===== config.mk =====
export PLATFORM = sky130hd
export DESIGN_NAME = linked_list_queue_with_free_list
export DESIGN_NICKNAME = d
export VERILOG_FILES = /design/src/hw/rtl/llq_pkg.sv /design/src/hw/rtl/llq_ram.sv /design/src/hw/rtl/llq_fifo.sv /design/src/hw/rtl/llq_front.sv /design/src/hw/rtl/llq_back.sv /design/src/hw/rtl/linked_list_queue_with_free_list.sv
export SDC_FILE = /design/constraint.sdc
export NUM_CORES = 1
export LEC_CHECK = 0
export BUFFER_PORTS_ARGS = -buffer_cell sky130_fd_sc_hd__buf_2
export CELL_PAD_IN_SITES_DETAIL_PLACEMENT = 1
export CELL_PAD_IN_SITES_GLOBAL_PLACEMENT = 2
export CORE_ASPECT_RATIO = 0.6
export CORE_UTILIZATION = 45
export CTS_CLUSTER_DIAMETER = 150
export CTS_CLUSTER_SIZE = 14
export DETAILED_ROUTE_END_ITERATION = 8
export PLACE_DENSITY_LB_ADDON = 0.1
export SLEW_MARGIN = 10
export SYNTH_ARGS = -nofsm -noshare
export SYNTH_HDL_FRONTEND = slang
export SYNTH_SLANG_ARGS = --single-unit

===== constraint.sdc =====
create_clock -name clk -period 4.6 [get_ports clk]
set_input_delay 1.15 -clock clk [delete_from_list [all_inputs] [get_ports clk]]
set_output_delay 1.15 -clock clk [all_outputs]
set_load 0.01 [all_outputs]

===== src/hw/rtl/llq_pkg.sv =====
// Package for the linked-list queue: command and result types, status codes.
// Used by llq_front, llq_back, the top level and llq_chk; depends on nothing.
`timescale 1ns / 1ps
package llq_pkg;

  localparam logic OP_ENQ = 1'b0;
  localparam logic OP_DEQ = 1'b1;

  localparam logic [1:0] ST_DONE  = 2'd0;
  localparam logic [1:0] ST_FULL  = 2'd1;
  localparam logic [1:0] ST_EMPTY = 2'd2;

  typedef enum logic [1:0] {
    CMD_ENQ,
    CMD_DEQ,
    CMD_FULL,
    CMD_EMPTY
  } cmd_kind_t;

  typedef struct packed {
    cmd_kind_t  kind;
    logic [7:0] item_byte;
  } cmd_t;

  // Packed from the top down, so status lands in the lowest bits of tdata.
  typedef struct packed {
    logic       is_empty;
    logic [4:0] occupancy;
    logic [7:0] tail_byte;
    logic [7:0] head_byte;
    logic [7:0] removed_byte;
    logic [1:0] status;
  } res_t;

endpackage


===== src/hw/rtl/llq_ram.sv =====
// Generic single-write, single-read RAM with registered read data.
// Depends on nothing.
`timescale 1ns / 1ps
module llq_ram #(
  parameter int WIDTH = 8,
  parameter int DEPTH = 16
) (
  input  logic                     clk,
  input  logic                     we,
  input  logic [$clog2(DEPTH)-1:0] waddr,
  input  logic [WIDTH-1:0]         wdata,
  input  logic [$clog2(DEPTH)-1:0] raddr,
  output logic [WIDTH-1:0]         rdata
);

  logic [WIDTH-1:0] mem [DEPTH];
  logic [WIDTH-1:0] rdata_r;

  always_ff @(posedge clk) begin
    if (we) begin
      mem[waddr] <= wdata;
    end
    rdata_r <= mem[raddr];
  end

  assign rdata = rdata_r;

endmodule


===== src/hw/rtl/llq_fifo.sv =====
// Two-entry command queue between the classifier and the execution engine.
// Depends on nothing.
`timescale 1ns / 1ps
module llq_fifo #(
  parameter int WIDTH = 10
) (
  input  logic             clk,
  input  logic             rst_n,
  input  logic             push,
  input  logic [WIDTH-1:0] wdata,
  output logic             full,
  input  logic             pop,
  output logic [WIDTH-1:0] rdata,
  output logic             valid
);

  logic [WIDTH-1:0] mem_r [2];
  logic             wr_ptr_r, wr_ptr_nxt;
  logic             rd_ptr_r, rd_ptr_nxt;
  logic [1:0]       cnt_r, cnt_nxt;

  always_comb begin
    wr_ptr_nxt = wr_ptr_r ^ push;
    rd_ptr_nxt = rd_ptr_r ^ pop;
    cnt_nxt    = cnt_r + 2'(push) - 2'(pop);
  end

  always_ff @(posedge clk) begin
    if (!rst_n) begin
      wr_ptr_r <= 1'b0;
      rd_ptr_r <= 1'b0;
      cnt_r    <= 2'd0;
    end else begin
      wr_ptr_r <= wr_ptr_nxt;
      rd_ptr_r <= rd_ptr_nxt;
      cnt_r    <= cnt_nxt;
    end
  end

  always_ff @(posedge clk) begin
    if (push) begin
      mem_r[wr_ptr_r] <= wdata;
    end
  end

  assign full  = (cnt_r == 2'd2);
  assign valid = (cnt_r != 2'd0);
  assign rdata = mem_r[rd_ptr_r];

endmodule


===== src/hw/rtl/llq_front.sv =====
// Front end: accepts items and classifies them against a running count.
// Depends on llq_pkg.
`timescale 1ns / 1ps
module llq_front #(
  parameter int SLOTS = 16
) (
  input  logic          clk,
  input  logic          rst_n,
  input  logic          en,
  input  logic          in_tvalid,
  output logic          in_tready,
  input  logic          in_tuser,
  input  logic [7:0]    in_tdata,
  input  logic          q_full,
  output logic          q_push,
  output llq_pkg::cmd_t q_cmd
);
  import llq_pkg::*;

  localparam int CW = $clog2(SLOTS + 1);

  logic [CW-1:0] cnt_r, cnt_nxt;
  logic          take;

  assign in_tready = en && !q_full;
  assign take      = in_tvalid && in_tready;
  assign q_push    = take;

  always_comb begin
    cnt_nxt         = cnt_r;
    q_cmd.item_byte = in_tdata;
    if (in_tuser == OP_ENQ) begin
      if (cnt_r == CW'(SLOTS)) begin
        q_cmd.kind = CMD_FULL;
      end else begin
        q_cmd.kind = CMD_ENQ;
        if (take) begin
          cnt_nxt = cnt_r + CW'(1);
        end
      end
    end else begin
      if (cnt_r == '0) begin
        q_cmd.kind = CMD_EMPTY;
      end else begin
        q_cmd.kind = CMD_DEQ;
        if (take) begin
          cnt_nxt = cnt_r - CW'(1);
        end
      end
    end
  end

  always_ff @(posedge clk) begin
    if (!rst_n) begin
      cnt_r <= '0;
    end else begin
      cnt_r <= cnt_nxt;
    end
  end

endmodule


===== src/hw/rtl/llq_back.sv =====
// Execution engine: link and byte memories, queue pointers and result register.
// Depends on llq_pkg and llq_ram.
`timescale 1ns / 1ps
module llq_back #(
  parameter int SLOTS = 16
) (
  input  logic          clk,
  input  logic          rst_n,
  output logic          init_done,
  input  logic          q_valid,
  input  llq_pkg::cmd_t q_cmd,
  output logic          q_pop,
  output logic          out_tvalid,
  input  logic          out_tready,
  output llq_pkg::res_t out_res
);
  import llq_pkg::*;

  localparam int AW = $clog2(SLOTS);
  localparam int CW = $clog2(SLOTS + 1);

  typedef enum logic [2:0] {
    S_INIT,
    S_IDLE,
    S_ENQ,
    S_DEQ,
    S_DEQ_HEAD
  } state_t;

  state_t        state_r, state_nxt;
  logic [AW-1:0] ic_r, ic_nxt;
  logic [AW-1:0] free_r, free_nxt;
  logic [AW-1:0] front_r, front_nxt;
  logic [AW-1:0] rear_r, rear_nxt;
  logic [CW-1:0] cnt_r, cnt_nxt;
  logic [7:0]    head_r, head_nxt;
  logic [7:0]    tail_r, tail_nxt;
  logic [7:0]    removed_r, removed_nxt;
  res_t          res_r, res_nxt;
  logic          ov_r, ov_nxt;
  logic          emit;
  logic [1:0]    emit_status;
  logic          empty_nxt;

  logic          lk_we;
  logic [AW-1:0] lk_waddr, lk_wdata, lk_raddr, lk_rdata;
  logic          bs_we;
  logic [AW-1:0] bs_waddr, bs_raddr;
  logic [7:0]    bs_wdata, bs_rdata;

  llq_ram #(.WIDTH(AW), .DEPTH(SLOTS)) u_link (
    .clk   (clk),
    .we    (lk_we),
    .waddr (lk_waddr),
    .wdata (lk_wdata),
    .raddr (lk_raddr),
    .rdata (lk_rdata)
  );

  llq_ram #(.WIDTH(8), .DEPTH(SLOTS)) u_bytes (
    .clk   (clk),
    .we    (bs_we),
    .waddr (bs_waddr),
    .wdata (bs_wdata),
    .raddr (bs_raddr),
    .rdata (bs_rdata)
  );

  always_comb begin
    state_nxt   = state_r;
    ic_nxt      = ic_r;
    free_nxt    = free_r;
    front_nxt   = front_r;
    rear_nxt    = rear_r;
    cnt_nxt     = cnt_r;
    head_nxt    = head_r;
    tail_nxt    = tail_r;
    removed_nxt = removed_r;
    res_nxt     = res_r;
    ov_nxt      = ov_r && !out_tready;
    emit        = 1'b0;
    emit_status = ST_DONE;
    q_pop       = 1'b0;
    lk_we       = 1'b0;
    lk_waddr    = rear_r;
    lk_wdata    = free_r;
    lk_raddr    = free_r;
    bs_we       = 1'b0;
    bs_waddr    = free_r;
    bs_wdata    = q_cmd.item_byte;
    bs_raddr    = lk_rdata;

    unique case (state_r)
      S_INIT: begin
        lk_we    = 1'b1;
        lk_waddr = ic_r;
        lk_wdata = ic_r + AW'(1);
        ic_nxt   = ic_r + AW'(1);
        if (ic_r == AW'(SLOTS - 1)) begin
          state_nxt = S_IDLE;
        end
      end
      S_IDLE: begin
        if (q_valid && (!ov_r || out_tready)) begin
          q_pop = 1'b1;
          unique case (q_cmd.kind)
            CMD_ENQ: begin
              bs_we = 1'b1;
              if (cnt_r != '0) begin
                lk_we = 1'b1;
              end else begin
                front_nxt = free_r;
                head_nxt  = q_cmd.item_byte;
              end
              rear_nxt    = free_r;
              tail_nxt    = q_cmd.item_byte;
              cnt_nxt     = cnt_r + CW'(1);
              removed_nxt = 8'd0;
              state_nxt   = S_ENQ;
            end
            CMD_DEQ: begin
              lk_raddr    = front_r;
              removed_nxt = head_r;
              cnt_nxt     = cnt_r - CW'(1);
              state_nxt   = S_DEQ;
            end
            CMD_FULL: begin
              removed_nxt = 8'd0;
              emit_status = ST_FULL;
              emit        = 1'b1;
            end
            CMD_EMPTY: begin
              removed_nxt = 8'd0;
              emit_status = ST_EMPTY;
              emit        = 1'b1;
            end
            default: ;
          endcase
        end
      end
      S_ENQ: begin
        free_nxt  = lk_rdata;
        emit      = 1'b1;
        state_nxt = S_IDLE;
      end
      S_DEQ: begin
        lk_we    = 1'b1;
        lk_waddr = front_r;
        lk_wdata = free_r;
        free_nxt = front_r;
        if (cnt_r == '0) begin
          emit      = 1'b1;
          state_nxt = S_IDLE;
        end else begin
          front_nxt = lk_rdata;
          state_nxt = S_DEQ_HEAD;
        end
      end
      S_DEQ_HEAD: begin
        head_nxt  = bs_rdata;
        emit      = 1'b1;
        state_nxt = S_IDLE;
      end
      default: state_nxt = S_IDLE;
    endcase

    empty_nxt = (cnt_nxt == '0);
    if (emit) begin
      ov_nxt               = 1'b1;
      res_nxt.status       = emit_status;
      res_nxt.removed_byte = removed_nxt;
      res_nxt.head_byte    = empty_nxt ? 8'd0 : head_nxt;
      res_nxt.tail_byte    = empty_nxt ? 8'd0 : tail_nxt;
      res_nxt.occupancy    = 5'(32'(cnt_nxt));
      res_nxt.is_empty     = empty_nxt;
    end
  end

  always_ff @(posedge clk) begin
    if (!rst_n) begin
      state_r <= S_INIT;
      ic_r    <= '0;
      free_r  <= '0;
      front_r <= '0;
      rear_r  <= '0;
      cnt_r   <= '0;
      ov_r    <= 1'b0;
    end else begin
      state_r <= state_nxt;
      ic_r    <= ic_nxt;
      free_r  <= free_nxt;
      front_r <= front_nxt;
      rear_r  <= rear_nxt;
      cnt_r   <= cnt_nxt;
      ov_r    <= ov_nxt;
    end
  end

  always_ff @(posedge clk) begin
    head_r    <= head_nxt;
    tail_r    <= tail_nxt;
    removed_r <= removed_nxt;
    res_r     <= res_nxt;
  end

  assign init_done  = (state_r != S_INIT);
  assign out_tvalid = ov_r;
  assign out_res    = res_r;

endmodule


===== src/hw/rtl/linked_list_queue_with_free_list.sv =====
// Top level of the linked-list byte queue with a free list of slots.
// Depends on llq_pkg, llq_front, llq_fifo and llq_back.
//
// Channel  Ports      Payload
// input    in_*       tuser: op; tdata: item_byte
// result   out_*      tdata: status, removed_byte, head_byte, tail_byte, occupancy, is_empty
//
// The engine passes an enqueue through S_ENQ and a dequeue through S_DEQ and, unless that
// empties the queue, S_DEQ_HEAD, as the link and byte memories have registered reads.
// After reset the engine writes the initial links with in_tready low.
// A two-entry command queue lets the input side accept up to two items while results stall.
// Each result waits in an output register until out_tready takes it.
`timescale 1ns / 1ps
module linked_list_queue_with_free_list #(
  parameter int SLOTS = 16
) (
  input  logic        clk,
  input  logic        rst_n,
  input  logic        in_tvalid,
  output logic        in_tready,
  input  logic        in_tuser,   // [0] op
  input  logic [7:0]  in_tdata,   // [7:0] item_byte
  output logic        out_tvalid,
  input  logic        out_tready,
  output logic [31:0] out_tdata   // [1:0] status, [9:2] removed_byte, [17:10] head_byte,
                                  // [25:18] tail_byte, [30:26] occupancy, [31] is_empty
);
  import llq_pkg::*;

  logic init_done;
  logic q_full, q_push, q_pop, q_valid;
  cmd_t push_cmd, pop_cmd;
  res_t res;

  llq_front #(.SLOTS(SLOTS)) u_front (
    .clk       (clk),
    .rst_n     (rst_n),
    .en        (init_done),
    .in_tvalid (in_tvalid),
    .in_tready (in_tready),
    .in_tuser  (in_tuser),
    .in_tdata  (in_tdata),
    .q_full    (q_full),
    .q_push    (q_push),
    .q_cmd     (push_cmd)
  );

  llq_fifo #(.WIDTH($bits(cmd_t))) u_fifo (
    .clk   (clk),
    .rst_n (rst_n),
    .push  (q_push),
    .wdata (push_cmd),
    .full  (q_full),
    .pop   (q_pop),
    .rdata (pop_cmd),
    .valid (q_valid)
  );

  llq_back #(.SLOTS(SLOTS)) u_back (
    .clk        (clk),
    .rst_n      (rst_n),
    .init_done  (init_done),
    .q_valid    (q_valid),
    .q_cmd      (pop_cmd),
    .q_pop      (q_pop),
    .out_tvalid (out_tvalid),
    .out_tready (out_tready),
    .out_res    (res)
  );

  assign out_tdata = res;

endmodule


==> flow_summary.json <==
{
  "routed_wl_um": 30400,
  "cts-root-buf": "clkbuf_16",
  "hp-class": "reg2reg",
  "p_leak_uw": 0.00492,
  "antenna_found_initial": 0,
  "intPower_uw": 4300,
  "drc": 0,
  "final_layout_size_suffix_gt1_share_pct": 22.3,
  "crit_arrival_ns": 3.64,
  "synth_edf_count": 244,
  "hold_buffers": 0,
  "via_count": 7198,
  "ctsHtreeMaxLevel": 1,
  "ys.flop_type": "edfxtp_1",
  "hpwlAfterDp_um": 20800,
  "die_y_um": 134,
  "synth.avg_cell_area_um2": 16.1,
  "syn_nets": 836,
  "timing_worst_setup_path_type": "reg2reg",
  "mostFrequentLayoutCell": "edfxtp_1",
  "die_x_um": 222,
  "grt_pass1_wl_um": 48000,
  "cp_top_family": "compound AO/OA/AOI/OAI gates",
  "grt_max_degree": 36,
  "hold_violations": 0,
  "cts.repair.resized": 0,
  "cpPeakStageDelay_ns": 0.83,
  "syn_to_final_growth_pct": 11.3,
  "min_to": "u_back.tail_r[2]",
  "wire_per_inst_um": 24.2,
  "final.fill_count": 2676,
  "end_kind": "flip-flop",
  "setup_tns_ns": 0,
  "fmax_mhz": 296,
  "r2r_slack_ns": 1.22,
  "path_cells": "nor3b_1 -> nor2_1 -> xnor2_1 -> ha_1 -> nor2_1 -> mux2i_1 -> nand4b_1 -> a31oi_2 -> a21boi_0",
  "core-area_mm2": 0.0281,
  "core.rowCount": 47,
  "cts_buffer_depth": 3,
  "start_kind": "flip-flop",
  "p_seq_share_pct": 57.4,
  "synthCells": 812,
  "switching_share_pct": 21.4,
  "path_buf_inv": 0,
  "worst_slew_pin_slew_ns": 0.953,
  "cpMaxStageDelayCell": "dfxtp_1",
  "dpl.cell_count": 1206,
  "cap_violations": 0,
  "finalCritPeriodShare_pct": 73.5,
  "seq_area_frac_synth_pct": 66.8,
  "gp_congestion": 0.788,
  "netlist-cell-type-count": 59,
  "vias_per_cell": 5.74,
  "reg2regPathDepth": 9,
  "worst_clock_skew_ns": 0.0112,
  "nets": 892,
  "first_iter_violations": 410,
  "start_util_pct": 46.6,
  "cts_setup_buffers": 0,
  "vdd_drop_max_mv": 0.305,
  "rsz0062_at_grt": "no",
  "clk_pin_slew_worst_paths_ns": 0.07,
  "post-route-min-period_ns": 3.38,
  "worstHoldStart": "u_back.tail_r[2]",
  "cp_max_fo": 17,
  "synth_area_mm2": 0.0131,
  "dpl_cell_area_mm2": 0.0138,
  "cts_tree": "yes",
  "numCtsBuffers": 26,
  "stdcell_area_mm2": 0.0146,
  "final_cell_mix": "edfxtp_1, mux4_2, nand2_1, dfxtp_1, buf_2",
  "yosys_register_bits": 315,
  "overflow": 0,
  "power_frac_comb_pct": 4.8,
  "clock-sinks": 315,
  "grt-busiest-layer": "met2",
  "yosys_warnings": 0,
  "port_buffers": 46,
  "reg2reg_to": "u_back.out_res[22]",
  "required_ns": 4.85,
  "power_density_mw_per_mm2": 375,
  "use_met3_pct": 3.22,
  "cp_common_cell": "nor2_1",
  "drtPass1Iterations": 6,
  "num_io_pins": 47,
  "slew_headroom_pct": 36.5,
  "final-max-slew-violation-count": 0,
  "gr-usage-met1_pct": 31.2,
  "whs_path_depth": 2,
  "power_frac_clock_pct": 37.8,
  "grt_use_met2_pct": 34.0,
  "status": "finished, final reports clean",
  "grt_usage_pct": 21.3,
  "ant_nets": 0,
  "setup_viol": 0,
  "switching_power_uw": 1170,
  "die-area_mm2": 0.0298,
  "instances_no_fill": 1255,
  "n_antenna_cell": 0,
  "grt_pass1_vias": 7873,
  "clk_latency_ns": 0.56,
  "synthArstFlopShare_pct": 0
}
-- kinds of logic after synthesis --
family | synth area share, %
AO/OA/AOI/OAI | 6.43
XOR/XNOR | 1.14
adder cells (fa/ha/maj) | 1.11
buffers and inverters | 1.96
flip-flops | 66.8
multiplexers | 14.9
AND/OR/NAND/NOR | 7.75
-- power groups by stage --
stage	Combinational, uW	Sequential [uW]	Clock, uW
2_1_floorplan	215	3160	0
3_3_place_gp	262	3200	0
3_5_place_dp	270	3200	0
4_1_cts	272	3140	2130
5_1_grt	285	3150	2210
6_report	264	3140	2070
-- through the flow --
stage	utilization (%)	worst slack, ns	hold WS [ns]	power [uW]
after global routing	51.9	0.858	0.483	5640
final	51.9	1.22	0.455	5470
after floorplan	-	0.773	0.413	3380
after detailed placement	49.1	0.869	0.437	3470
after CTS	51.8	1.18	0.461	5540
after global placement	49.1	1.03	0.438	3460
-- state kept, by name, summed over array words and instances, names as in the netlist, named ones only --
signal and count:
u_front.cnt_r 5, u_back.tail_r 8, u_back.state_r 3, u_back.ic_r 4
u_fifo.wr_ptr_r 1, u_back.u_link.rdata 4, u_back.rear_r 4, u_fifo.cnt_r 2
u_back.removed_r 8, u_back.u_bytes.rdata 8, u_back.u_link.mem 64, u_fifo.rd_ptr_r 1
u_back.out_tvalid 1, u_back.cnt_r 5, u_back.out_res 32, u_fifo.mem_r 20
u_back.u_bytes.mem 128, u_back.head_r 8, u_back.front_r 4, u_back.bs_waddr 4
-- per-layer routing --
| layer | part of all wire [%] | up-vias |
|---|---|---|
| met5 | 0 | - |
| met4 | 1.5 | 0 |
| met3 | 3.1 | 33 |
| met2 | 46 | 106 |
| met1 | 50 | 3788 |
| li1 | - | 3271 |
-- worst register-to-register path: cells and delay by family, from the launching register on --
| family | cells | cell delay, ns |
|---|---|---|
| XOR/XNOR | 1 | 0.16 |
| AND/OR/NAND/NOR | 4 | 0.69 |
| multiplexers | 1 | 0.24 |
| flip-flops | 1 | 0.83 |
| AO/OA/AOI/OAI | 2 | 0.94 |
| adder cells (fa/ha/maj) | 1 | 0.24 |
-- worst max-delay path by stage --
| stage | start | to | slack (ns) | cells after the start |
|---|---|---|---|---|
| 6_report | flip-flop | u_back.out_res[22] | 1.22 | 9 |
| 3_3_place_gp | out_tready | u_back.out_res[22] | 1.03 | 8 |
| 2_1_floorplan | out_tready | u_back.out_res[0] | 0.77 | 4 |
| 3_5_place_dp | out_tready | u_back.out_res[22] | 0.87 | 8 |
| 4_1_cts | flip-flop | u_back.out_res[22] | 1.18 | 9 |
| 5_1_grt | flip-flop | u_back.out_res[22] | 0.86 | 9 |
-- cells in the mapped netlist, types with 12 or more instances --
cell type,instances,share of area [%]
nand3_1,13,0.50
dfxtp_1,71,11
nor2b_1,15,0.72
mux2i_1,20,1.5
edfxtp_1,244,56
and3_1,12,0.57
and2_1,13,0.62
xnor2_1,13,0.87
mux4_2,72,12
nand2_1,71,2.0
clkbuf_1,34,0.97
nor2_1,37,1.1
a21boi_0,14,0.80
-- cell type report --
class | instances | area (um2) | area share [%]
Sequential cell | 315 | 8750 | 60.0
Multi-Input combinational cell | 438 | 4110 | 28.2
Clock buffer | 46 | 726 | 4.98
Timing Repair Buffer | 76 | 475 | 3.26
Tap cell | 367 | 459 | 3.15
Inverter | 11 | 41.3 | 0.283
Clock inverter | 2 | 25.0 | 0.172
Note: power is estimated with default switching activity, not from simulation.
